[src/rtl/m3_pkg.sv]
// ----------------------------------------------------------------------------
// m3_pkg
// Shared widths, codes, structs and helpers for the 3x3 matrix block.
// ----------------------------------------------------------------------------
package m3_pkg;

  localparam int VW     = 32;          // value width, signed fixed point
  localparam int FB     = 16;          // fraction bits
  localparam int IW     = 4;           // element index width
  localparam int MW     = 2;           // mode width
  localparam int NELEM  = 9;
  localparam int MULW   = VW + 1;      // multiplier operand width
  localparam int PW     = 2 * MULW;    // multiplier product width
  localparam int KW     = 2 * VW + 1;  // cofactor width
  localparam int ACCW   = 3 * VW + 3;  // accumulator and divider width
  localparam int SW     = ACCW + 1;    // width ahead of saturation

  typedef logic [IW-1:0] idx_t;

  localparam idx_t LAST_IDX = idx_t'(NELEM - 1);

  typedef enum logic [MW-1:0] {
    MODE_ADD  = 2'd0,
    MODE_MUL  = 2'd1,
    MODE_INV  = 2'd2,
    MODE_NONE = 2'd3
  } mode_t;

  typedef struct packed {
    logic          en;
    idx_t          idx;
    logic [VW-1:0] a;
    logic [VW-1:0] b;
  } wr_t;

  typedef struct packed {
    idx_t a0;
    idx_t a1;
    idx_t b;
  } rd_addr_t;

  typedef struct packed {
    logic [VW-1:0] a0;
    logic [VW-1:0] a1;
    logic [VW-1:0] b;
  } rd_data_t;

  typedef struct packed {
    logic                   start;
    logic signed [ACCW-1:0] num;
    logic signed [ACCW-1:0] den;
  } div_req_t;

  typedef struct packed {
    logic            done;
    logic [ACCW-1:0] q_mag;
    logic            neg;
  } div_rsp_t;

  typedef struct packed {
    idx_t          idx;
    logic [VW-1:0] value;
    logic          singular;
    logic          last;
  } res_t;

  // adjugate entry n = A[x]*A[y] - A[z]*A[w], as {x, y, z, w}
  localparam idx_t ADJ [NELEM][4] = '{
    '{4'd4, 4'd8, 4'd5, 4'd7}, '{4'd2, 4'd7, 4'd1, 4'd8}, '{4'd1, 4'd5, 4'd2, 4'd4},
    '{4'd5, 4'd6, 4'd3, 4'd8}, '{4'd0, 4'd8, 4'd2, 4'd6}, '{4'd2, 4'd3, 4'd0, 4'd5},
    '{4'd3, 4'd7, 4'd4, 4'd6}, '{4'd1, 4'd6, 4'd0, 4'd7}, '{4'd0, 4'd4, 4'd1, 4'd3}
  };

  function automatic idx_t times3(input logic [1:0] k);
    unique case (k)
      2'd0:    return idx_t'(0);
      2'd1:    return idx_t'(3);
      2'd2:    return idx_t'(6);
      default: return idx_t'(0);
    endcase
  endfunction

  function automatic idx_t row_base(input idx_t i);
    if (i < idx_t'(3)) return idx_t'(0);
    else if (i < idx_t'(6)) return idx_t'(3);
    else return idx_t'(6);
  endfunction

  function automatic logic [1:0] col_of(input idx_t i);
    unique case (i)
      4'd0, 4'd3, 4'd6: return 2'd0;
      4'd1, 4'd4, 4'd7: return 2'd1;
      4'd2, 4'd5, 4'd8: return 2'd2;
      default:          return 2'd0;
    endcase
  endfunction

  // Clamp a wide signed value to the value width.
  function automatic logic [VW-1:0] sat_val(input logic signed [SW-1:0] v);
    if (v[SW-1:VW-1] == '0 || v[SW-1:VW-1] == '1) return v[VW-1:0];
    else if (v[SW-1]) return {1'b1, {(VW-1){1'b0}}};
    else return {1'b0, {(VW-1){1'b1}}};
  endfunction

endpackage

[src/rtl/m3_div.sv]
// ----------------------------------------------------------------------------
// m3_div
// Restoring divider on magnitudes, one quotient bit per cycle.
// ----------------------------------------------------------------------------
module m3_div (
  input  logic             clk,
  input  logic             rst_n,
  input  m3_pkg::div_req_t req,
  output m3_pkg::div_rsp_t rsp
);
  import m3_pkg::*;

  localparam int CW = $clog2(ACCW);

  logic            busy_r;
  logic [CW-1:0]   cnt_r;
  logic [ACCW-1:0] n_r;
  logic [ACCW-1:0] d_r;
  logic [ACCW:0]   rem_r;
  logic [ACCW-1:0] q_r;
  logic            neg_r;
  logic            done_r;
  logic [ACCW:0]   rem_sh;
  logic            ge;

  // shift in the next numerator bit and trial subtract
  always_comb begin
    rem_sh = {rem_r[ACCW-1:0], n_r[ACCW-1]};
    ge     = rem_sh >= {1'b0, d_r};
  end

  always_ff @(posedge clk) begin
    if (!rst_n) begin
      busy_r <= 1'b0;
      done_r <= 1'b0;
    end else begin
      done_r <= 1'b0;
      if (req.start) begin
        busy_r <= 1'b1;
        cnt_r  <= '0;
        rem_r  <= '0;
        q_r    <= '0;
        n_r    <= req.num[ACCW-1] ? ACCW'(-req.num) : req.num;
        d_r    <= req.den[ACCW-1] ? ACCW'(-req.den) : req.den;
        neg_r  <= req.num[ACCW-1] ^ req.den[ACCW-1];
      end else if (busy_r) begin
        rem_r <= ge ? (rem_sh - {1'b0, d_r}) : rem_sh;
        q_r   <= {q_r[ACCW-2:0], ge};
        n_r   <= {n_r[ACCW-2:0], 1'b0};
        cnt_r <= cnt_r + 1'b1;
        if (cnt_r == CW'(ACCW - 1)) begin
          busy_r <= 1'b0;
          done_r <= 1'b1;
        end
      end
    end
  end

  assign rsp.done  = done_r;
  assign rsp.q_mag = q_r;
  assign rsp.neg   = neg_r;

endmodule

[config.mk]
export PLATFORM = sky130hd
export DESIGN_NAME = m3_div
export DESIGN_NICKNAME = d
export VERILOG_FILES = /design/src/rtl/m3_pkg.sv /design/src/rtl/m3_div.sv
export SDC_FILE = /design/constraint.sdc
export NUM_CORES = 1
export LEC_CHECK = 0
export BUFFER_PORTS_ARGS = -buffer_cell sky130_fd_sc_hd__clkbuf_2
export CAP_MARGIN = 20
export CORE_MARGIN = 2
export CORE_UTILIZATION = 50
export DETAILED_ROUTE_END_ITERATION = 8
export PLACE_DENSITY_LB_ADDON = 0.15
export SLEW_MARGIN = 20
export SYNTH_ARGS = -nofsm -noshare
export SYNTH_HDL_FRONTEND = slang
export SYNTH_SLANG_ARGS = --single-unit
[constraint.sdc]
create_clock -name clk -period 29.9 [get_ports clk]
set_input_delay 5.98 -clock clk [delete_from_list [all_inputs] [get_ports clk]]
set_output_delay 5.98 -clock clk [all_outputs]
set_load 0.02 [all_outputs]
Word-level counts from Yosys, hierarchy flattened

Cells that the tools add are included.

Register bits after elaboration: 406
Latch bits: 0
Bits in writable memories: 0
Memory bits (read-only): 0
Output and inout bits: 101
Logic and storage cells: 34
Memories: 0

$add $sub $neg: 4
Multiply operators: 0
Divide/modulo/power cells: 0
Order comparisons: 1
Eq/ne operators: 1
Shift operators: 0
Mux-type cells: 12
Bitwise logic cells: 3
Reductions and logical operators: 4

Operator list:

| kind                  | number |
|---|---|
| $mux W99              | 6 |
| $neg A99 Y99          | 2 |
| $ge A100 B99 Y1       | 1 |
| $sub A99 B99 Y99      | 1 |
| $mux W98              | 1 |
| $add A7 B1 Y7 const B | 1 |
| $eq A7 B7 Y1 const B  | 1 |
| $mux W7               | 1 |
| $mux W1               | 4 |
| $reduce_and A2 Y1     | 2 |
| $reduce_or A3 Y1      | 1 |
| $not A1 Y1            | 2 |
| $reduce_bool A2 Y1    | 1 |
| $xor A1 B1 Y1         | 1 |

Depth between registers and ports, before layout

Word-level depth: 4
Depth in mapped cells: 17
Gate-level depth less buffers: 15

Worst setup path before layout

No wires, ideal clock.

Path kind: input-to-reg
From: input req[198] in the netlist's numbering
To: register cnt_r[0], enable pin
Data arrival time: 13.331 ns
Data required time: 29.205 ns
Slack: 15.873 ns
Stages on the path: 3
Path buffers: 2
Cell sequence: clkbuf_1 buf_1 o21a_1

Longest elaborated chain between the ends: 2

Ends and longest elaborated chain:

| item                                | RTL line     | source |
|---|---|---|
| start, declared                     | m3_div.sv:8  | `input m3_pkg::div_req_t req,` |
| $reduce_bool A2 Y1 (no source line) | -            |  |
| $reduce_and A2 Y1 (no source line)  | -            |  |
| end signal, assigned                | m3_div.sv:50 | `cnt_r <= cnt_r + 1'b1;` |
| end, declared                       | m3_div.sv:16 | `logic [CW-1:0] cnt_r;` |

Every way passes these cells.
A chain may end at the register's enable or synchronous reset.

Worst setup path after layout

From: input req[120] in the netlist's numbering
To: register n_r[93], data pin

Longest elaborated chain between the ends: 3

Ends and longest elaborated chain:

| item                 | RTL line     | source |
|---|---|---|
| $neg A99 Y99         | m3_div.sv:43 | `n_r <= req.num[ACCW-1] ? ACCW'(-req.num) : req.num;` |
| $mux W99             | m3_div.sv:43 |  |
| $mux W99             | m3_div.sv:38 | `if (req.start) begin` |
| end signal, assigned | m3_div.sv:43 |  |
| end signal, assigned | m3_div.sv:49 | `n_r <= {n_r[ACCW-2:0], 1'b0};` |
| end, declared        | m3_div.sv:17 | `logic [ACCW-1:0] n_r;` |

Every way passes these cells.

==> flow_summary.json <==
{
  "dieHeight_um": 233,
  "end_kind": "flop",
  "whs_ps": 455,
  "skew_ps": 20.1,
  "die-area_um2": 54200,
  "rows": 83,
  "internal_power_mw": 1.19,
  "ys_seq_elements": 406,
  "synthTopCellsByCount": "edfxtp_1 (404), nor2_1 (311), a21oi_1 (265)",
  "ios": 302,
  "postCtsResizedCells": 0,
  "cts_root_buffer": "clkbuf_16",
  "swShare_pct": 31.3,
  "clk_latency_ps": 590,
  "gp_congestion": 0.933,
  "dp_hpwl_mm": 53.1,
  "postRouteAntennaNets": 0,
  "syn_nets": 2993,
  "synth_edf_count": 404,
  "postCtsSetupBuffers": 0,
  "remaining_drc_errors": 0,
  "avgSynthCellArea_um2": 9.75,
  "maxSlewViolCount": 0,
  "p_clk_share_pct": 33.0,
  "hold_class": "reg2reg",
  "period_minus_slack_ps": 9860,
  "ys_warn_count": 0,
  "cpPeakStageDelay_ps": 550,
  "synth_top_area_share_pct": 46.3,
  "grt_setup_unrepaired": "no",
  "clock_path_buffers": 3,
  "area_growth_pct": 13.6,
  "core-area_um2": 51500,
  "tightest_slew_ps": 1090,
  "vias": 21600,
  "path_buf_inv": 1,
  "clock_sinks": 406,
  "grt_max_degree": 217,
  "critPathKind": "in2reg",
  "worstPathArrival_ps": 10150,
  "synthArstFlopShare_pct": 0,
  "clock.fmax_ghz": 0.101,
  "holdBufCountCts": 0,
  "min_delay_path_depth": 2,
  "synth_area_leaders": "edfxtp_1 (46%), a21oi_1 (5.1%), xnor2_1 (5.0%), ha_1 (4.9%), xor2_1 (4.6%)",
  "path_cells": "clkbuf_2 -> or4_1 -> nor2_1 -> nand4b_1 -> nand2b_4 -> or3_4 -> or4_4 -> or4_4 -> or2_4 -> or3_4 -> o31ai_4 -> xor2_1 -> a21oi_1",
  "tritoncts": "built",
  "yosysUniqueCellTypes": 74,
  "vdd.ir_drop.worst_uv": 77.6,
  "final-hold-violation-count": 0,
  "htree_levels": 2,
  "netlist_area_um2": 26200,
  "drive_above_1_share_pct": 14.6,
  "p_seq_share_pct": 40.9,
  "viasPerCell": 5.92,
  "setup_tns_ps": 0,
  "grt.overflow.total": 0,
  "p_sw_mw": 0.543,
  "setup.worst_path.start_class": "input pin",
  "yosysTopAreaCell": "edfxtp_1",
  "grt_antenna_before_repair": 2,
  "start_util_pct": 50.9,
  "cp_slowest_cell": "or4_1",
  "synth_top_flop_cell": "edfxtp_1",
  "num-nets-final": 3233,
  "ys_seq_area_share_pct": 46.5,
  "worstPathRequired_ps": 30190,
  "die_width_um": 233,
  "cap_violations": 0,
  "status": "finished clean",
  "crit_cells": 13,
  "synth_most_common_cell": "edfxtp_1",
  "slew_headroom_pct": 27.3,
  "cellLeakagePower_nw": 11.7,
  "io_buffers": 301,
  "critPathTopFamily": "simple AND/OR/NAND/NOR gates",
  "drt_iter0_markers": 1786,
  "grt_first_pass_wirelength_mm": 112,
  "worst-path-max-fanout": 6,
  "p_comb_share_pct": 26.2,
  "dp_slack_ps": 19480,
  "setup_viol": 0,
  "track_usage_pct": 26.0,
  "finalCritPeriodShare_pct": 33.0,
  "wl_per_cell_um": 19.8,
  "r2r_cells": 16,
  "fin_ws_ps": 20040,
  "wirelength_mm": 72.2,
  "cts.clk_slew.worst_paths_ps": 60,
  "dr.pass1.iters": 6,
  "tritoncts.num_buffers": 47,
  "p_per_area_nw_per_um2": 58.3,
  "synth_cells": 2688,
  "grt_pass1_vias": 20700
}
==> state kept, by name (all words and copies together) (netlist names) <==
signal / count
d_r: 99
n_r: 99
q_r: 99
rem_r: 99
cnt_r: 7
busy_r: 1
done_r: 1
neg_r: 1
==> per-stage QoR <==
step	instances	utilization (%)	area, um^2	power, mW
final	3647	57.8	29800	1.74
after floorplan	2688	-	26200	1.05
after CTS	3643	57.7	29700	1.75
after global routing	3646	57.8	29800	1.82
after detailed placement	3558	54.8	28200	1.17
after global placement	3558	54.8	28200	1.16
==> final timing paths <==
check	slack (ps)	from	endpoint
hold / removal	460	busy_r	done_r
hold reg to reg	460	busy_r	done_r
setup reg to reg	24680	n_r[98]	rem_r[39]
setup / recovery	20040	req[120]	n_r[93]
==> area by class of cell <==
cell class | instances | area (um^2)
multi-input combinational | 2026 | 13100
clock inverter | 33 | 324
tap | 680 | 851
fill | 4662 | 21700
clock buffer | 52 | 1190
antenna | 3 | 7.51
inverter | 133 | 499
sequential | 406 | 12200
timing repair buffer | 314 | 1650
==> routing by layer <==
layer  GRT usage, %  vias to the layer above  share of wire [%]
met5              0                        -                  0
met4           8.76                        0                3.1
met3           2.98                      132                5.4
met2           44.2                      732                 49
met1           34.5                    10400                 43
li1               -                    10300                  -
==> cell usage in the layout (no fill, tap or decap), drive strengths merged, types with 55 or more instances in the layout <==
cell type,Yosys,layout
nor2b,109,109
or3,55,55
nand2,174,174
xnor2,149,149
inv,133,136
nor2,311,311
o21ai,129,129
ha,103,103
edfxtp,404,404
o31ai,58,58
a21oi,265,265
clkbuf,108,351
a21o,70,70
xor2,138,138
==> power by group through the flow <==
stage | logic (mW) | registers, mW | clock network (mW)
floorplan | 0.316 | 0.731 | 0
global placement | 0.442 | 0.719 | 0
detailed placement | 0.448 | 0.720 | 0
CTS | 0.451 | 0.710 | 0.587
global route | 0.502 | 0.714 | 0.607
finish | 0.454 | 0.709 | 0.573
==> worst register-to-register path, cell delays in order (launching register included) <==
cell and delay, ps:
edfxtp_1 490, inv_1 100, ha_1 190, fa_1 200, nor2b_1 70, o31ai_1 400, a21oi_1 230, a21o_1 290
a22o_1 240, o31a_1 370, a21oi_1 580, o211ai_1 250, nand2_2 370, buf_4 720, nor2_1 210, a21oi_1 170
nor2_1 60
==> kinds of logic after synthesis <==
family | Yosys count | synth area share, %
muxes | 45 | 1.78
AOI/OAI and AO/OA | 684 | 16.3
buffers and inverters | 256 | 3.70
and+or+nand+nor | 906 | 17.2
DFF | 406 | 46.5
adders and majority gates | 104 | 5.00
xor gates and xnor gates | 287 | 9.60
Note: power is estimated with default switching activity, not from simulation.
