$ cat src/rtl/m3_pkg.sv
// ----------------------------------------------------------------------------
// m3_pkg
// Shared widths, codes, structs and helpers for the 3x3 matrix block.
// ----------------------------------------------------------------------------
package m3_pkg;

  localparam int VW     = 32;          // value width, signed fixed point
  localparam int FB     = 16;          // fraction bits
  localparam int IW     = 4;           // element index width
  localparam int MW     = 2;           // mode width
  localparam int NELEM  = 9;
  localparam int MULW   = VW + 1;      // multiplier operand width
  localparam int PW     = 2 * MULW;    // multiplier product width
  localparam int KW     = 2 * VW + 1;  // cofactor width
  localparam int ACCW   = 3 * VW + 3;  // accumulator and divider width
  localparam int SW     = ACCW + 1;    // width ahead of saturation

  typedef logic [IW-1:0] idx_t;

  localparam idx_t LAST_IDX = idx_t'(NELEM - 1);

  typedef enum logic [MW-1:0] {
    MODE_ADD  = 2'd0,
    MODE_MUL  = 2'd1,
    MODE_INV  = 2'd2,
    MODE_NONE = 2'd3
  } mode_t;

  typedef struct packed {
    logic          en;
    idx_t          idx;
    logic [VW-1:0] a;
    logic [VW-1:0] b;
  } wr_t;

  typedef struct packed {
    idx_t a0;
    idx_t a1;
    idx_t b;
  } rd_addr_t;

  typedef struct packed {
    logic [VW-1:0] a0;
    logic [VW-1:0] a1;
    logic [VW-1:0] b;
  } rd_data_t;

  typedef struct packed {
    logic                   start;
    logic signed [ACCW-1:0] num;
    logic signed [ACCW-1:0] den;
  } div_req_t;

  typedef struct packed {
    logic            done;
    logic [ACCW-1:0] q_mag;
    logic            neg;
  } div_rsp_t;

  typedef struct packed {
    idx_t          idx;
    logic [VW-1:0] value;
    logic          singular;
    logic          last;
  } res_t;

  // adjugate entry n = A[x]*A[y] - A[z]*A[w], as {x, y, z, w}
  localparam idx_t ADJ [NELEM][4] = '{
    '{4'd4, 4'd8, 4'd5, 4'd7}, '{4'd2, 4'd7, 4'd1, 4'd8}, '{4'd1, 4'd5, 4'd2, 4'd4},
    '{4'd5, 4'd6, 4'd3, 4'd8}, '{4'd0, 4'd8, 4'd2, 4'd6}, '{4'd2, 4'd3, 4'd0, 4'd5},
    '{4'd3, 4'd7, 4'd4, 4'd6}, '{4'd1, 4'd6, 4'd0, 4'd7}, '{4'd0, 4'd4, 4'd1, 4'd3}
  };

  function automatic idx_t times3(input logic [1:0] k);
    unique case (k)
      2'd0:    return idx_t'(0);
      2'd1:    return idx_t'(3);
      2'd2:    return idx_t'(6);
      default: return idx_t'(0);
    endcase
  endfunction

  function automatic idx_t row_base(input idx_t i);
    if (i < idx_t'(3)) return idx_t'(0);
    else if (i < idx_t'(6)) return idx_t'(3);
    else return idx_t'(6);
  endfunction

  function automatic logic [1:0] col_of(input idx_t i);
    unique case (i)
      4'd0, 4'd3, 4'd6: return 2'd0;
      4'd1, 4'd4, 4'd7: return 2'd1;
      4'd2, 4'd5, 4'd8: return 2'd2;
      default:          return 2'd0;
    endcase
  endfunction

  // Clamp a wide signed value to the value width.
  function automatic logic [VW-1:0] sat_val(input logic signed [SW-1:0] v);
    if (v[SW-1:VW-1] == '0 || v[SW-1:VW-1] == '1) return v[VW-1:0];
    else if (v[SW-1]) return {1'b1, {(VW-1){1'b0}}};
    else return {1'b0, {(VW-1){1'b1}}};
  endfunction

endpackage

$ cat src/rtl/m3_store.sv
// ----------------------------------------------------------------------------
// m3_store
// Element memories for A (two read ports) and B (one read port).
// ----------------------------------------------------------------------------
module m3_store (
  input  logic             clk,
  input  m3_pkg::wr_t      wr,
  input  m3_pkg::rd_addr_t addr,
  output m3_pkg::rd_data_t data
);
  import m3_pkg::*;

  logic [VW-1:0] mem_a [NELEM];
  logic [VW-1:0] mem_b [NELEM];

  // write on load, registered reads
  always_ff @(posedge clk) begin
    if (wr.en) begin
      mem_a[wr.idx] <= wr.a;
      mem_b[wr.idx] <= wr.b;
    end
    data.a0 <= mem_a[addr.a0];
    data.a1 <= mem_a[addr.a1];
    data.b  <= mem_b[addr.b];
  end

endmodule

$ cat config.mk
export PLATFORM = sky130hd
export DESIGN_NAME = m3_store
export DESIGN_NICKNAME = d
export VERILOG_FILES = /design/src/rtl/m3_pkg.sv /design/src/rtl/m3_store.sv
export SDC_FILE = /design/constraint.sdc
export NUM_CORES = 1
export LEC_CHECK = 0
export BUFFER_PORTS_ARGS = -buffer_cell sky130_fd_sc_hd__buf_2
export CORE_AREA = 2 2 226 228
export DETAILED_ROUTE_END_ITERATION = 12
export DIE_AREA = 0 0 228 230
export PLACE_DENSITY = 0.74
export SYNTH_ARGS = -nofsm -noshare
export SYNTH_HDL_FRONTEND = slang
export SYNTH_SLANG_ARGS = --single-unit
$ cat constraint.sdc
create_clock -name clk -period 7.21 [get_ports clk]
set_clock_uncertainty 0.2 [all_clocks]
set_input_delay 0.3605 -clock clk [delete_from_list [all_inputs] [get_ports clk]]
set_output_delay 0.3605 -clock clk [all_outputs]
set_load 0.03 [all_outputs]
# Yosys cells after proc, flatten, opt, wreduce, memory -nomap -nowiden
# Memories as Yosys holds them, arrays and structs flattened. A register that Yosys moved wholly into a read port is not among the register bits.
# Cells that the tools add are included.
# W data, S select, Z words.
# classes
muxes,2
# ops
cell,count
$mux W1,2
# totals
out_inout_bits,96
ram_bits,576
elab_cells,4
regBits,0
n_memories,2
inputBits,82
# mem_list
name,depth,word_bits,read_ports,rd_clocked_by_memory_dff,wr,line,rtl
mem_a,9,32,2,2,1,m3_store.sv:13,logic [VW-1:0] mem_a [NELEM];
mem_b,9,32,1,1,1,m3_store.sv:14,logic [VW-1:0] mem_b [NELEM];

# Logic depth before layout (Yosys ltp)
# Gate-level depths: netlist of run 1.
# depth
ltp_word,2
ltp_mapped,5
ltp_nobuf,3

# Worst setup path after synthesis of run 1
# No wires, ideal clock.
# synth_path
kind,input -> register
from,input wr[64] in the netlist's numbering
to,"memory mem_a[8][0], enable pin"
cell_stages,1
path_slack_ps,-280
n_path_buf,0
required_ps,6359
t_arrival_ps,6640
setup_time_ps,651
cell_sequence,nor4_1
# synth_lines
element,line,rtl
start: declaration,m3_store.sv:7,"input m3_pkg::wr_t wr,"
end: declaration,m3_store.sv:13,
# Straight into the memory's write port.

==> results of run 1 <==
==> critical path, cell delays in order <==
cell and delay, ps:
buf_6 440, buf_4 960, mux2_2 430, o22ai_1 200
o31ai_2 90
==> logic make-up (layout without fill, tap and decap cells) <==
group           Yosys count  in the layout  share of synthesized area
buf+inv                 102            397                     0.0222
flops                   672            672                      0.716
simple gates            123            123                     0.0185
other cells               0              1                          0
mux                     384            384                      0.152
compound gates          288            288                     0.0908
==> state kept, by name, indices dropped and copies added, names as in the netlist <==
name,count
data,96
mem_b,288
mem_a,288
==> synth_stat cells (15+ instances only) <==
| master | count |
|---|---|
| buf_6 | 15 |
| o22ai_1 | 96 |
| nand2_1 | 101 |
| o31ai_1 | 41 |
| mux2i_1 | 192 |
| a22o_1 | 96 |
| edfxtp_1 | 576 |
| dfxtp_1 | 96 |
| clkbuf_1 | 58 |
| o31ai_2 | 55 |
| mux2_2 | 191 |
| buf_4 | 27 |
==> per-layer routing <==
metal,part of all wire,GRT usage,vias up
li1,-,-,6742
met1,0.41,0.277,7562
met2,0.50,0.388,468
met3,0.060,0.0503,141
met4,0.028,0.0809,2
met5,0.00022,0,-
==> power by group through the flow <==
stage / Combinational (mW) / Sequential [mW] / Clock (mW)
global placement: 0.601 / 4.45 / 0
global route: 0.683 / 4.38 / 3.49
floorplan: 0.323 / 4.54 / 0
finish: 0.642 / 4.37 / 3.28
detailed placement: 0.615 / 4.45 / 0
CTS: 0.645 / 4.37 / 3.33
==> stage by stage <==
step	power, mW	area [µm²]
after floorplan	4.86	26800
after global placement	5.05	28300
after detailed placement	5.07	28300
after CTS	8.35	31000
after global routing	8.55	31000
final	8.29	31000
==> final cells by class <==
cell class	instances	area, µm²	area share
repair buffers	276	1810	0.0582
flip-flops and latches	672	19200	0.619
clock inverters	28	201	0.00649
multi-input cells	795	7100	0.229
diodes	1	2.50	0.0000806
well taps	672	841	0.0271
clock buffers	93	1870	0.0602
==> worst min path at each step <==
stage	slack, ps	end
6_report	220	data[4]
5_1_grt	260	data[4]
4_1_cts	220	data[4]
3_5_place_dp	230	data[23]
3_3_place_gp	230	data[0]
2_1_floorplan	220	data[30]
==> flow_metrics.tcl, run 1 <==
set metrics [dict create \
    status "completed" \
    whs_ps 223 \
    hp-start "mem_b[8][4]" \
    swShare 0.220 \
    r2r_slack_ps 5890 \
    fin_cells 2537 \
    hold_class "reg2reg" \
    area_delta_synth_final_pct 15.7 \
    dp.cells 2351 \
    period_share 0.329 \
    fin_util 0.623 \
    syn-num-nets 1651 \
    pwr-share-clk 0.395 \
    grt_pass1_vias 15500 \
    endpoint "data[22]" \
    max_freq_mhz 422 \
    vias 14900 \
    portBuffers 177 \
    synth_cells 1569 \
    relSlewSlack 0.197 \
    cts_resized 0 \
    path_class "in2reg" \
    syn_avg_cell_area_um2 17.1 \
    finalMaxSlewViolations 0 \
    ff2ff_path_depth 3 \
    die_area_um2 52400 \
    avgRoutedWirePerCell_um 23.2 \
    dpl_worst_slack_ps 4240 \
    antenna_left 0 \
    critPathMaxFanout 78 \
    worst_pin_slew_ps 1200 \
    pwr-share-seq 0.527 \
    die_h_um 230 \
    synth_top_area_cell "edfxtp_1" \
    ctsHoldBuffers 64 \
    async_reset_ff_frac 0 \
    syn_area_um2 26800 \
    routed_wl_mm 58.9 \
    htree_levels 3 \
    crit_arrival_ps 2610 \
    cts.clk_slew.worst_paths_ps 60 \
    cts_buffers 69 \
    num_rows 82 \
    setup_slack_ps 4840 \
    tns_ps 0 \
    clk_latency_ps 590 \
    ys_warn_count 0 \
    cts_tree "done" \
    irDropWorstVdd_uv 270 \
    place.gp.congestion 0.742 \
    critPathCaptureType "flop" \
    grt_max_degree 82 \
    crit_start "addr[0]" \
    grt-ovfl-total 0 \
    final.fill_count 3568 \
    final_cell_mix "edfxtp_1, mux2i_1, mux2_2, buf_2, nand2_1" \
    synth-edff-count 576 \
    clock_path_buffers 3 \
    antenna_found_initial 2 \
    ios 178 \
    via_per_inst 5.88 \
    start_util 0.538 \
    p_leak_nw 11.1 \
    grt_first_pass_wirelength_mm 89.2 \
    hold_viol 0 \
    r2r-end "data[58]" \
    ys_top_cells_by_area "edfxtp_1, mux2_2, dfxtp_1, mux2i_1, a22o_1" \
    numClockSinks 672 \
    critPathRequiredTime_ps 7450 \
    rr_startpoint "mem_a[7][26]" \
    remaining_drc_errors 0 \
    synth_top_area_share 0.645 \
    period_minus_slack_ps 2370 \
    p_int_mw 6.46 \
    nNetsFinal 1896 \
    synth_top_flop_cell "edfxtp_1" \
    drt_iter0_markers 842 \
    maxCapViolCount 0 \
    min_path_cells 2 \
    core_area_um2 49900 \
    start_kind "input pin" \
    rsz0062_at_grt "false" \
    synth_cell_types 21 \
    power.switching_mw 1.83 \
    die_x_um 228 \
    yosysSeqAreaShare 0.716 \
    postCtsSetupRepairBufs 0 \
    pwr-share-comb 0.077 \
    first_pass_iters 5 \
    final_common_cell "edfxtp_1" \
    grt_usage 0.224 \
    power.density_nw_per_um2 267 \
    finalSetupViolCount 0 \
    synth_seq_cells 672 \
    drive_gt1_frac 0.304 \
    hpwl_mm 30.0 \
    root_buffer "clkbuf_16" \
]
(Power assumes the default switching activity.)
==> run 2: changes to the inputs <==
- clock period: 7.21 -> 2.03 ns (I/O delays scaled with it)
==> flow_metrics.tcl, run 2 (synthesized netlist as in run 1, its figures left out) <==
set metrics [dict create \
    status "completed" \
    power.density_nw_per_um2 953 \
    htree_levels 3 \
    cp_cell_sequence "dlygate4sd3_1 > buf_2 > nor2b_4 > a22o_1 > o31ai_2" \
    ios 178 \
    top_layer_used "met5" \
    final_cell_mix "edfxtp_1, mux2i_1, mux2_2, buf_2, nand2_1" \
    hold_class "in2reg" \
    vias 15400 \
    remaining_drc_errors 0 \
    place.gp.congestion 0.780 \
    drt_iter0_markers 1336 \
    clock_path_buffers 3 \
    setup_slack_ps 158 \
    worst_pin_slew_ps 1180 \
    pwr-share-comb 0.081 \
    antenna_left 0 \
    cts.clk_slew.worst_paths_ps 60 \
    drive_gt1_frac 0.318 \
    num_rows 82 \
    postCtsSetupRepairBufs 0 \
    irDropWorstVdd_uv 938 \
    power.switching_mw 6.76 \
    critPathSlowestCell "nor2b_4" \
    critPathCaptureType "flop" \
    grt_first_pass_wirelength_mm 95.8 \
    start_kind "input pin" \
    start_util 0.538 \
    root_buffer "clkbuf_16" \
    numClockSinks 672 \
    hold_viol 0 \
    cts_tree "done" \
    hpwl_mm 36.2 \
    maxCapViolCount 0 \
    grt-ovfl-total 0 \
    cts_buffers 68 \
    portBuffers 177 \
    p_int_mw 23.8 \
    critPathRequiredTime_ps 2310 \
    crit_arrival_ps 2150 \
    routed_wl_mm 63.8 \
    path_class "in2reg" \
    die_area_um2 52400 \
    period_minus_slack_ps 1870 \
    route.met2.wl_mm 32.4 \
    swShare 0.221 \
    p_leak_nw 11.6 \
    path_buf_inv 2 \
    period_share 0.922 \
    relSlewSlack 0.214 \
    finalSetupViolCount 0 \
    whs_ps 16.2 \
    tns_ps 0 \
    finalMaxSlewViolations 0 \
    critPathTopFamily "simple AND/OR/NAND/NOR gates" \
    met3_length_mm 4.39 \
    first_pass_iters 5 \
    critPathMaxFanout 32 \
    grt_usage 0.241 \
    pwr-share-seq 0.510 \
    antenna_found_initial 4 \
    drt-met1-wl_mm 25.5 \
    pwr-share-clk 0.409 \
    final_common_cell "edfxtp_1" \
    largest_registers "mem_a x288, mem_b x288, data x96" \
    core_area_um2 49900 \
    grt_pass1_vias 16300 \
    nNetsFinal 1942 \
    max_freq_mhz 534 \
    dpl_worst_slack_ps 116 \
    clk_latency_ps 610 \
    via_per_inst 5.96 \
    area_delta_synth_final_pct 19.4 \
    grt_max_degree 65 \
    die_h_um 230 \
    die_x_um 228 \
    rsz0062_at_grt "false" \
    avgRoutedWirePerCell_um 24.7 \
    slowest_delay_ps 960 \
]
## run 2: cell type report
cell class	count	area (µm²)
sequential	672	19200
clock inverter	24	272
fill	3503	17800
multi-input combinational	795	7150
clock buffer	99	1970
tap	672	841
timing repair buffer	323	2580
antenna	2	5.00
## run 2: metrics by stage
step / utilization / std cells / total power [mW] / cell area (µm²)
6_report: 0.643 / 2587 / 30.5 / 32000
3_3_place_gp: 0.581 / 2380 / 18.1 / 29000
3_5_place_dp: 0.581 / 2380 / 18.2 / 29000
4_1_cts: 0.642 / 2584 / 30.7 / 32000
5_1_grt: 0.643 / 2587 / 31.4 / 32000
2_1_floorplan: - / 1569 / 17.3 / 26900
## run 2: per-layer routing
metal / global-route usage / vias up
met5: 0 / -
li1: - / 6834
met4: 0.0768 / 4
met3: 0.0544 / 117
met1: 0.301 / 7897
met2: 0.417 / 564
## run 2: power groups by stage
stage               sequential (mW)  combinational, mW  clock (mW)
detailed placement             15.8               2.33           0
global route                   15.6               2.62        13.2
CTS                            15.6               2.47        12.7
finish                         15.6               2.47        12.5
floorplan                      16.1               1.16           0
global placement               15.8               2.28           0
## run 2: repair_timing
action | 4_1_cts | 5_1_grt
hold buffers | 81 | 0
hold endpoints to repair | 787 | 0
endpoints found under the setup margin | 0 | 41
resized for setup | 0 | 2
## run 2: final timing paths
kind / end / slack [ps] / cells after the start / start
worst min-delay path: data[2] / 20 / 4 / addr[0]
worst max register to register: data[65] / 220 / 4 / mem_a[6][1]
worst max-delay path: data[55] / 160 / 5 / addr[5]
worst min register to register: data[24] / 250 / 2 / mem_b[8][24]
## run 2: tightest hold or removal path: cells and delay by family
| family | cells | cell delay (ps) |
|---|---|---|
| compound gates | 2 | 280 |
| mux | 1 | 180 |
| buf+inv | 1 | 170 |
