File: src/rtl/m3_pkg.sv
// ----------------------------------------------------------------------------
// m3_pkg
// Shared widths, codes, structs and helpers for the 3x3 matrix block.
// ----------------------------------------------------------------------------
package m3_pkg;

  localparam int VW     = 32;          // value width, signed fixed point
  localparam int FB     = 16;          // fraction bits
  localparam int IW     = 4;           // element index width
  localparam int MW     = 2;           // mode width
  localparam int NELEM  = 9;
  localparam int MULW   = VW + 1;      // multiplier operand width
  localparam int PW     = 2 * MULW;    // multiplier product width
  localparam int KW     = 2 * VW + 1;  // cofactor width
  localparam int ACCW   = 3 * VW + 3;  // accumulator and divider width
  localparam int SW     = ACCW + 1;    // width ahead of saturation

  typedef logic [IW-1:0] idx_t;

  localparam idx_t LAST_IDX = idx_t'(NELEM - 1);

  typedef enum logic [MW-1:0] {
    MODE_ADD  = 2'd0,
    MODE_MUL  = 2'd1,
    MODE_INV  = 2'd2,
    MODE_NONE = 2'd3
  } mode_t;

  typedef struct packed {
    logic          en;
    idx_t          idx;
    logic [VW-1:0] a;
    logic [VW-1:0] b;
  } wr_t;

  typedef struct packed {
    idx_t a0;
    idx_t a1;
    idx_t b;
  } rd_addr_t;

  typedef struct packed {
    logic [VW-1:0] a0;
    logic [VW-1:0] a1;
    logic [VW-1:0] b;
  } rd_data_t;

  typedef struct packed {
    logic                   start;
    logic signed [ACCW-1:0] num;
    logic signed [ACCW-1:0] den;
  } div_req_t;

  typedef struct packed {
    logic            done;
    logic [ACCW-1:0] q_mag;
    logic            neg;
  } div_rsp_t;

  typedef struct packed {
    idx_t          idx;
    logic [VW-1:0] value;
    logic          singular;
    logic          last;
  } res_t;

  // adjugate entry n = A[x]*A[y] - A[z]*A[w], as {x, y, z, w}
  localparam idx_t ADJ [NELEM][4] = '{
    '{4'd4, 4'd8, 4'd5, 4'd7}, '{4'd2, 4'd7, 4'd1, 4'd8}, '{4'd1, 4'd5, 4'd2, 4'd4},
    '{4'd5, 4'd6, 4'd3, 4'd8}, '{4'd0, 4'd8, 4'd2, 4'd6}, '{4'd2, 4'd3, 4'd0, 4'd5},
    '{4'd3, 4'd7, 4'd4, 4'd6}, '{4'd1, 4'd6, 4'd0, 4'd7}, '{4'd0, 4'd4, 4'd1, 4'd3}
  };

  function automatic idx_t times3(input logic [1:0] k);
    unique case (k)
      2'd0:    return idx_t'(0);
      2'd1:    return idx_t'(3);
      2'd2:    return idx_t'(6);
      default: return idx_t'(0);
    endcase
  endfunction

  function automatic idx_t row_base(input idx_t i);
    if (i < idx_t'(3)) return idx_t'(0);
    else if (i < idx_t'(6)) return idx_t'(3);
    else return idx_t'(6);
  endfunction

  function automatic logic [1:0] col_of(input idx_t i);
    unique case (i)
      4'd0, 4'd3, 4'd6: return 2'd0;
      4'd1, 4'd4, 4'd7: return 2'd1;
      4'd2, 4'd5, 4'd8: return 2'd2;
      default:          return 2'd0;
    endcase
  endfunction

  // Clamp a wide signed value to the value width.
  function automatic logic [VW-1:0] sat_val(input logic signed [SW-1:0] v);
    if (v[SW-1:VW-1] == '0 || v[SW-1:VW-1] == '1) return v[VW-1:0];
    else if (v[SW-1]) return {1'b1, {(VW-1){1'b0}}};
    else return {1'b0, {(VW-1){1'b1}}};
  endfunction

endpackage

File: src/rtl/m3_engine.sv
// ----------------------------------------------------------------------------
// m3_engine
// Sequencer: reads the element memories, runs the shared multiplier and
// accumulator, keeps cofactors in a scratch memory and emits results.
// ----------------------------------------------------------------------------
module m3_engine (
  input  logic             clk,
  input  logic             rst_n,
  input  logic             start,
  input  m3_pkg::mode_t    mode,
  output logic             idle,
  output m3_pkg::rd_addr_t rd_addr,
  input  m3_pkg::rd_data_t rd_data,
  output m3_pkg::div_req_t div_req,
  input  m3_pkg::div_rsp_t div_rsp,
  output logic             out_valid,
  input  logic             out_ready,
  output m3_pkg::res_t     out_res
);
  import m3_pkg::*;

  typedef enum logic [2:0] {
    S_IDLE, S_RD, S_MUL, S_ACC, S_FIN, S_DIV, S_DWAIT, S_EMIT
  } state_t;

  typedef enum logic [2:0] {
    PH_ADD, PH_MUL, PH_COF, PH_DET, PH_DIV, PH_ZERO
  } phase_t;

  localparam logic [2:0] K_MUL_LAST = 3'd2;
  localparam logic [2:0] K_COF_LAST = 3'd1;
  localparam logic [2:0] K_DET_LAST = 3'd5;

  state_t                 state_r;
  phase_t                 ph_r;
  idx_t                   i_r;
  logic [2:0]             k_r;
  logic signed [ACCW-1:0] acc_r;
  logic signed [PW-1:0]   prod_r;
  logic signed [ACCW-1:0] det_r;
  logic [VW-1:0]          val_r;
  logic                   sing_r;
  logic                   out_valid_r;
  res_t                   out_r;

  logic signed [KW-1:0]   kf_mem [NELEM];
  logic signed [KW-1:0]   kf_rd_r;
  idx_t                   kf_addr;
  logic                   kf_we;

  logic signed [MULW-1:0] mul_x;
  logic signed [MULW-1:0] mul_y;
  logic signed [PW-1:0]   prod;
  logic signed [ACCW-1:0] term;
  logic signed [SW-1:0]   add_sum;
  logic signed [SW-1:0]   div_q;
  logic                   last_k;

  // operand addresses follow phase, element and term
  always_comb begin
    rd_addr = '0;
    kf_addr = i_r;
    unique case (ph_r)
      PH_ADD: begin
        rd_addr.a0 = i_r;
        rd_addr.b  = i_r;
      end
      PH_MUL: begin
        rd_addr.a0 = row_base(i_r) + idx_t'(k_r);
        rd_addr.b  = times3(k_r[1:0]) + idx_t'(col_of(i_r));
      end
      PH_COF: begin
        rd_addr.a0 = k_r[0] ? ADJ[i_r][2] : ADJ[i_r][0];
        rd_addr.a1 = k_r[0] ? ADJ[i_r][3] : ADJ[i_r][1];
      end
      PH_DET: begin
        rd_addr.a0 = idx_t'(k_r[2:1]);
        kf_addr    = times3(k_r[2:1]);
      end
      default: begin
        kf_addr = i_r;
      end
    endcase
  end

  // multiplier operands; a cofactor goes in as low and high halves
  always_comb begin
    mul_x = MULW'(signed'(rd_data.a0));
    mul_y = '0;
    unique case (ph_r)
      PH_MUL:  mul_y = MULW'(signed'(rd_data.b));
      PH_COF:  mul_y = MULW'(signed'(rd_data.a1));
      PH_DET:  mul_y = k_r[0] ? signed'(kf_rd_r[KW-1:VW])
                              : signed'({1'b0, kf_rd_r[VW-1:0]});
      default: mul_y = '0;
    endcase
    prod = mul_x * mul_y;
  end

  always_comb begin
    term = ACCW'(prod_r);
    if (ph_r == PH_DET && k_r[0]) term = ACCW'(prod_r) <<< VW;
    if (ph_r == PH_COF && k_r[0]) term = -term;
    last_k  = (ph_r == PH_MUL && k_r == K_MUL_LAST) ||
              (ph_r == PH_COF && k_r == K_COF_LAST) ||
              (ph_r == PH_DET && k_r == K_DET_LAST);
    add_sum = SW'(signed'(rd_data.a0)) + SW'(signed'(rd_data.b));
    div_q   = div_rsp.neg ? -SW'({1'b0, div_rsp.q_mag}) : SW'({1'b0, div_rsp.q_mag});
    kf_we   = (state_r == S_FIN) && (ph_r == PH_COF);
  end

  // cofactor scratch memory
  always_ff @(posedge clk) begin
    if (kf_we) kf_mem[i_r] <= acc_r[KW-1:0];
    kf_rd_r <= kf_mem[kf_addr];
  end

  // sequencer
  always_ff @(posedge clk) begin
    if (!rst_n) begin
      state_r     <= S_IDLE;
      ph_r        <= PH_ADD;
      i_r         <= '0;
      k_r         <= '0;
      sing_r      <= 1'b0;
      out_valid_r <= 1'b0;
    end else begin
      // drop the output once taken, unless a new element loads it
      if (out_valid_r && out_ready && state_r != S_EMIT) out_valid_r <= 1'b0;
      unique case (state_r)
        S_IDLE: begin
          if (start) begin
            unique case (mode)
              MODE_ADD: ph_r <= PH_ADD;
              MODE_MUL: ph_r <= PH_MUL;
              default:  ph_r <= PH_COF;
            endcase
            sing_r  <= 1'b0;
            i_r     <= '0;
            k_r     <= '0;
            acc_r   <= '0;
            state_r <= S_RD;
          end
        end
        S_RD: begin
          state_r <= (ph_r == PH_DIV) ? S_DIV : S_MUL;
        end
        S_MUL: begin
          if (ph_r == PH_ADD) begin
            val_r   <= sat_val(add_sum);
            state_r <= S_EMIT;
          end else begin
            prod_r  <= prod;
            state_r <= S_ACC;
          end
        end
        S_ACC: begin
          acc_r <= acc_r + term;
          if (last_k) begin
            state_r <= S_FIN;
          end else begin
            k_r     <= k_r + 3'd1;
            state_r <= S_RD;
          end
        end
        S_FIN: begin
          k_r   <= '0;
          acc_r <= '0;
          priority case (ph_r)
            PH_MUL: begin
              val_r   <= sat_val(SW'(acc_r >>> FB));
              state_r <= S_EMIT;
            end
            PH_COF: begin
              if (i_r == LAST_IDX) begin
                ph_r <= PH_DET;
                i_r  <= '0;
              end else begin
                i_r <= i_r + 1'b1;
              end
              state_r <= S_RD;
            end
            default: begin
              det_r <= acc_r;
              i_r   <= '0;
              if (acc_r == '0) begin
                ph_r    <= PH_ZERO;
                sing_r  <= 1'b1;
                val_r   <= '0;
                state_r <= S_EMIT;
              end else begin
                ph_r    <= PH_DIV;
                state_r <= S_RD;
              end
            end
          endcase
        end
        S_DIV: begin
          state_r <= S_DWAIT;
        end
        S_DWAIT: begin
          if (div_rsp.done) begin
            val_r   <= sat_val(div_q);
            state_r <= S_EMIT;
          end
        end
        S_EMIT: begin
          // load the output register once it is free
          if (!out_valid_r || out_ready) begin
            out_valid_r    <= 1'b1;
            out_r.idx      <= i_r;
            out_r.value    <= val_r;
            out_r.singular <= sing_r;
            out_r.last     <= (i_r == LAST_IDX);
            if (i_r == LAST_IDX) begin
              state_r <= S_IDLE;
            end else begin
              i_r     <= i_r + 1'b1;
              k_r     <= '0;
              acc_r   <= '0;
              state_r <= (ph_r == PH_ZERO) ? S_EMIT : S_RD;
            end
          end
        end
        default: state_r <= S_IDLE;
      endcase
    end
  end

  assign idle          = (state_r == S_IDLE);
  assign out_valid     = out_valid_r;
  assign out_res       = out_r;
  assign div_req.start = (state_r == S_DIV);
  assign div_req.num   = ACCW'(kf_rd_r) <<< (2 * FB);
  assign div_req.den   = det_r;

`ifndef SYNTH
  a_start_idle: assert property (@(posedge clk) disable iff (!rst_n)
    start |-> state_r == S_IDLE)
    else $error("operation started while busy");
  a_dwait_det: assert property (@(posedge clk) disable iff (!rst_n)
    state_r == S_DWAIT |-> ph_r == PH_DIV && det_r != '0)
    else $error("division with zero determinant");
  a_div_done: assert property (@(posedge clk) disable iff (!rst_n)
    div_rsp.done |-> state_r == S_DWAIT)
    else $error("divider finished with no waiting element");
  a_kf_range: assert property (@(posedge clk) disable iff (!rst_n)
    kf_we |-> i_r <= LAST_IDX)
    else $error("cofactor write beyond scratch memory");
`endif

endmodule

File: config.mk
export PLATFORM = sky130hd
export DESIGN_NAME = m3_engine
export DESIGN_NICKNAME = d
export VERILOG_FILES = /design/src/rtl/m3_pkg.sv /design/src/rtl/m3_engine.sv
export SDC_FILE = /design/constraint.sdc
export NUM_CORES = 2
export LEC_CHECK = 0
export ABC_AREA = 1
export ABC_CLOCK_PERIOD_IN_PS = 11500
export CAP_MARGIN = 20
export CORE_ASPECT_RATIO = 1.2
export CORE_UTILIZATION = 60
export CTS_BUF_LIST = sky130_fd_sc_hd__clkbuf_4
export CTS_CLUSTER_SIZE = 24
export DETAILED_ROUTE_END_ITERATION = 8
export DONT_BUFFER_PORTS = 1
export PLACE_DENSITY_LB_ADDON = 0.12
export RECOVER_POWER = 50
export SYNTH_ARGS = -nofsm -noshare
export SYNTH_HDL_FRONTEND = slang
export SYNTH_SLANG_ARGS = --single-unit
File: constraint.sdc
create_clock -name clk -period 11.5 [get_ports clk]
set_clock_uncertainty 0.15 [all_clocks]
set_input_delay 0.575 -clock clk [delete_from_list [all_inputs] [get_ports clk]]
set_output_delay 0.575 -clock clk [all_outputs]
set_load 0.03 [all_outputs]
**Word-level counts from Yosys, hierarchy flattened**

Memories as Yosys holds them, arrays and structs flattened. A register that Yosys moved wholly into a read port is not among the register bits.
Index checks and enable logic that the tools add are counted.

- Register bits: 348
- Bits in writable memories: 585
- Bits in read-only memories: 288
- Logic and storage cells: 180
- Memories: 3

- Add/sub/neg operators: 8
- Multiply operators: 1
- Order comparisons: 3
- Eq/ne operators: 37
- Muxes and demuxes: 74
- Bitwise logic cells: 3
- Reductions and logical operators: 37

Memory list:

| memory | words | bits a word | read ports | clocked after memory_dff | wr ports | RTL line | RTL |
|---|---|---|---|---|---|---|---|
| kf_mem | 9 | 65 | 1 | 1 | 1 | m3_engine.sv:46 | `logic signed [KW-1:0] kf_mem [NELEM];` |
| (no name shown) | 16 | 16 | 1 | 0 | 0 | m3_engine.sv:74 | `rd_addr.a1 = k_r[0] ? ADJ[i_r][3] : ADJ[i_r][1];` |
| (no name shown) | 16 | 2 | 1 | 1 | 0 | m3_pkg.sv:90 | `unique case (i)` |

Operators by type and width:

| operator | number |
|---|---|
| $mux 99 | 4 |
| $pmux 99 s4 | 1 |
| $mux 32 | 9 |
| $eq 69x69->1 const B | 3 |
| $logic_not 69->1 | 3 |
| $mux 100 | 1 |
| $neg 99->100 | 1 |
| $add 99x99->99 | 1 |
| $logic_not 99->1 | 1 |
| $neg 97->99 | 1 |
| $pmux 33 s3 | 1 |
| $mux 96 | 1 |
| $pmux 32 s3 | 1 |
| $mul 32x33->65 | 1 |
| $pmux 32 s2 | 1 |
| $mux 3 | 17 |
| $mux 4 | 12 |
| $add 32x32->33 | 1 |
| $mux 33 | 1 |
| $mux 16 | 2 |
| $pmux 3 s2 | 5 |
| $pmux 3 s8 | 1 |
| $eq 3x3->1 const B | 7 |
| $ne 2x2->1 const B | 9 |
| other kinds (38) | 78 |

**Depth between registers and ports, before layout**

- Depth after elaboration: 7
- Depth in mapped cells: 40
- Gate-level depth less buffers: 37

**Worst setup path after synthesis**

OpenSTA, ideal clock, no wires.

- Kind: register to register
- Start point: register ph_r[1]
- End point: register det_r[0], enable pin
- Arrival: 7855 ps
- Setup slack: 2817 ps
- Cell stages (with the launch flop): 7
- Path buffers: 2
- Period minus slack after synthesis: 8683 ps
- Path through: dfxtp_1 -> nor2_1 -> nand2_1 -> inv_1 -> clkbuf_1 -> clkbuf_1 -> nor3_1

- Longest elaborated chain between the ends: 4

Ends and longest elaborated chain:

| item | RTL line | RTL |
|---|---|---|
| start, declared | m3_engine.sv:35 | `phase_t ph_r;` |
| start signal, assigned | m3_engine.sv:122 | `ph_r <= PH_ADD;` |
| start signal, assigned | m3_engine.sv:134 | `MODE_ADD: ph_r <= PH_ADD;` |
| start signal, assigned | m3_engine.sv:135 | `MODE_MUL: ph_r <= PH_MUL;` |
| $eq 3x2->1 or $eq 3x1->1 (tied branches) | m3_engine.sv:169 | `priority case (ph_r)` |
| $reduce_or 2->1 (no line) (*) | n/a |  |
| $not 1->1 (no line) (*) | n/a |  |
| $reduce_and 3->1 (no line) (*) | n/a |  |
| end signal, assigned | m3_engine.sv:184 | `det_r <= acc_r;` |
| end, declared | m3_engine.sv:40 | `logic signed [ACCW-1:0] det_r;` |

Every way passes the cells marked *; elsewhere a longest branch is shown, timed or not.
A chain may end at the register's enable or synchronous reset.

**Worst setup path after layout**

- Start point: register ph_r[2]
- End point: register prod_r[61], data pin

- Longest elaborated chain between the ends: 3

Ends and longest elaborated chain:

| item | RTL line | RTL |
|---|---|---|
| $eq 3x2->1 or $eq 3x1->1 (tied branches) | m3_engine.sv:90 | `unique case (ph_r)` |
| $pmux 33 s3 (*) | m3_engine.sv:90 |  |
| $mul 32x33->65 (*) | m3_engine.sv:97 | `prod = mul_x * mul_y;` |
| via prod[61] | m3_engine.sv:53 | `logic signed [PW-1:0] prod;` |
| end signal, assigned | m3_engine.sv:153 | `prod_r <= prod;` |
| end, declared | m3_engine.sv:39 | `logic signed [PW-1:0] prod_r;` |

The timed path passes the listed nets; every way through them passes the cells marked *.

==> out/metrics.csv <==
metric;value;unit
status;finished with violations;
violations;capacitance limit, slew limit;
gp_congestion;1.05;
drc;0;
synth_fa_ha_area_share;28.6;%
min_period;10.23;ns
rsz0062_at_grt;no;
synth_largest_area_cell;edfxtp_1;
grt_use_total;43.8;%
synth_area_leaders;edfxtp_1, fa_1, nand2_1;
cts_tree;built;
ys_types;65;
start_kind;flip-flop;
synth_top_area_share;29.7;%
viasPerCell;6.02;
rr_startpoint;ph_r[2];
crit_path_start;ph_r[2];
fmax;97.7;MHz
globalRouteOverflowTotal;0;
clk_pin_slew_worst_paths;0.07;ns
cpMaxStageDelayCell;fa_1;
yosys_register_bits;1000;
synth_compound_area_share;9.24;%
die_h;433;µm
reg2reg_setup_slack;1.27;ns
cts-root-buf;clkbuf_4;
initial_utilization;60.7;%
antenna_found_initial;53;
wire_per_inst;25.9;µm
max_cap_viol_count;5;
crit_top_cell;inv_1;
tightest_slew;3.59;ns
synth.most_common_cell;nand2_1;
endpoint_kind;flip-flop;
yosys-top-cells-count;nand2_1, inv_1, fa_1;
core_area;153000;µm²
ant_nets;0;
synth_top_family_by_area;adder cells;
dp_hpwl;259000;µm
cts_made_buffers;280;
yosys.area_share.xor_xnor;2.07;%
endpoint;prod_r[61];
post-cts-setup-buffer-count;0;
ios;454;
postSynth.asyncResetShare;0;%
grt_pass1_wl;501000;µm
fin_util;64.7;%
syn_area;92800;µm²
clk_latency;1.24;ns
cp.depth;33;
cts_max_level;5;
cts.sinks;1000;
cp_max_fo;39;
synth-simple-area-share;17.9;%
die_width;361;µm
syn_to_final_growth;6.69;%
synth_warnings;0;
clk_path_buf_depth;4;
grt_max_degree;235;
fillerInstances;13039;
arrival;10.95;ns
slew_viol_final;183;
ctsResizeCount;0;
timing.final.crit_share;89.0;%
dieArea;156000;µm²
worstRegToRegCells;33;
avgSynthCellArea;8.51;µm²
min_path_type;in -> reg;
io_buffer_count;0;
nets;12610;
cpLargestDelayFamily;adder cells;
syn_inst;10912;
wl;342000;µm
critical_path_required;12.21;ns
drive_above_1_share;5.52;%
hold_viol_final;0;
grt_pass1_vias;80064;
worstSetupPathType;reg -> reg;
synth-edff-count;918;
synthFlopType;edfxtp_1;
cp_num_buf_inv;12;
timing.rr.end;prod_r[61];
setup_tns;0;ns
hold_buffers;94;
max-slew-margin-rel;-140;%
drtIter0Drc;8628;
routed-via-count;79347;
setup_viol_count_final;0;
yosysSeqAreaShare;31.5;%
dr.pass1.iters;8;
critPathMaxStageDelay;0.97;ns
holdWs;0.101;ns
rows;157;
synth.area.mux_share;0;%
[worst min-delay path by stage]
stage          startpoint     endpoint  slack (ns)  cells after the start
2_1_floorplan    val_r[8]  out_res[10]        0.25                      0
3_3_place_gp    val_r[19]  out_res[21]        0.25                      0
3_5_place_dp    val_r[27]  out_res[29]        0.26                      0
4_1_cts           mode[0]      ph_r[0]        0.01                      3
5_1_grt           mode[1]      ph_r[1]        0.04                      3
6_report          mode[0]      ph_r[0]        0.10                      3
[registers in the layout, indices dropped and copies added (netlist names), named ones only]
signal,count
acc_r,99
det_r,99
i_r,4
k_r,3
kf_mem,585
kf_rd_r,65
out_res,38
out_valid,1
ph_r,3
prod_r,65
sing_r,1
state_r,3
val_r,32
[cells by family (layout without fill, tap and decap cells)]
| logic type | count (synthesis) | after routing |
|---|---|---|
| XOR/XNOR | 219 | 219 |
| AND/OR/NAND/NOR | 4147 | 4147 |
| adder cells (fa/ha/maj) | 1452 | 1452 |
| flip-flops | 1000 | 1000 |
| other | 1 | 89 |
| buffers and inverters | 2608 | 2802 |
| AO/OA/AOI/OAI | 1485 | 1485 |
[metrics by stage]
step	instances	instance area, µm²	worst slack, ns
2_1_floorplan	10943	93000	2.82
3_3_place_gp	12561	94600	1.66
3_5_place_dp	12566	94700	1.44
4_1_cts	13124	99000	1.38
5_1_grt	13157	99000	0.700
6_report	13181	99100	1.27
[routing by layer]
| layer | GRT usage [%] | vias to the layer above | part of all wire, % |
|---|---|---|---|
| li1 | - | 34559 | - |
| met4 | 34.7 | 30 | 9.4 |
| met5 | 0 | - | 0.060 |
| met2 | 68.6 | 5003 | 45 |
| met1 | 51.0 | 38316 | 34 |
| met3 | 12.2 | 1439 | 12 |
[layout make-up]
class / count / area [µm²] / area share (%)
tap: 1987 / 2490 / 2.51
inverter: 2129 / 8000 / 8.08
antenna: 57 / 143 / 0.144
clock buffer: 415 / 3120 / 3.15
timing repair buffer: 209 / 1790 / 1.81
sequential: 1000 / 29200 / 29.5
multi-input combinational: 7335 / 54000 / 54.6
clock inverter: 49 / 269 / 0.272
[worst min-delay path, stage by stage]
cell and delay, ns:
o221ai_1 0.16, dlygate4sd3_1 0.56, a21oi_1 0.06
[cells in the final DEF (no fill, tap or decap), drive strengths merged, types with 4 or more instances in the layout]
cell type | synthesis | routed
edfxtp | 918 | 918
o21a | 68 | 68
fa | 1116 | 1116
clkinv | 4 | 47
diode | 0 | 57
nand3b | 22 | 22
conb | 1 | 32
o221ai | 115 | 115
nor3b | 4 | 4
o21ai | 632 | 632
clkbuf | 394 | 437
a211oi | 7 | 7
buf | 85 | 93
o211ai | 43 | 43
nor3 | 70 | 70
nand3 | 346 | 346
xor2 | 126 | 126
nor4 | 42 | 42
nor2 | 1106 | 1106
o311ai | 12 | 12
dfxtp | 82 | 82
inv | 2125 | 2128
nand2 | 2481 | 2481
a31oi | 50 | 50
o21bai | 15 | 15
a21boi | 16 | 16
xnor2 | 93 | 93
a221oi | 6 | 6
nand4 | 65 | 65
o31ai | 5 | 5
dlygate4sd3 | 0 | 94
o22ai | 26 | 26
a21oi | 447 | 447
ha | 336 | 336
a21o | 26 | 26
Power is not shown: default switching activity piles up to over one toggle a cycle in this logic, so the estimate is an artifact.
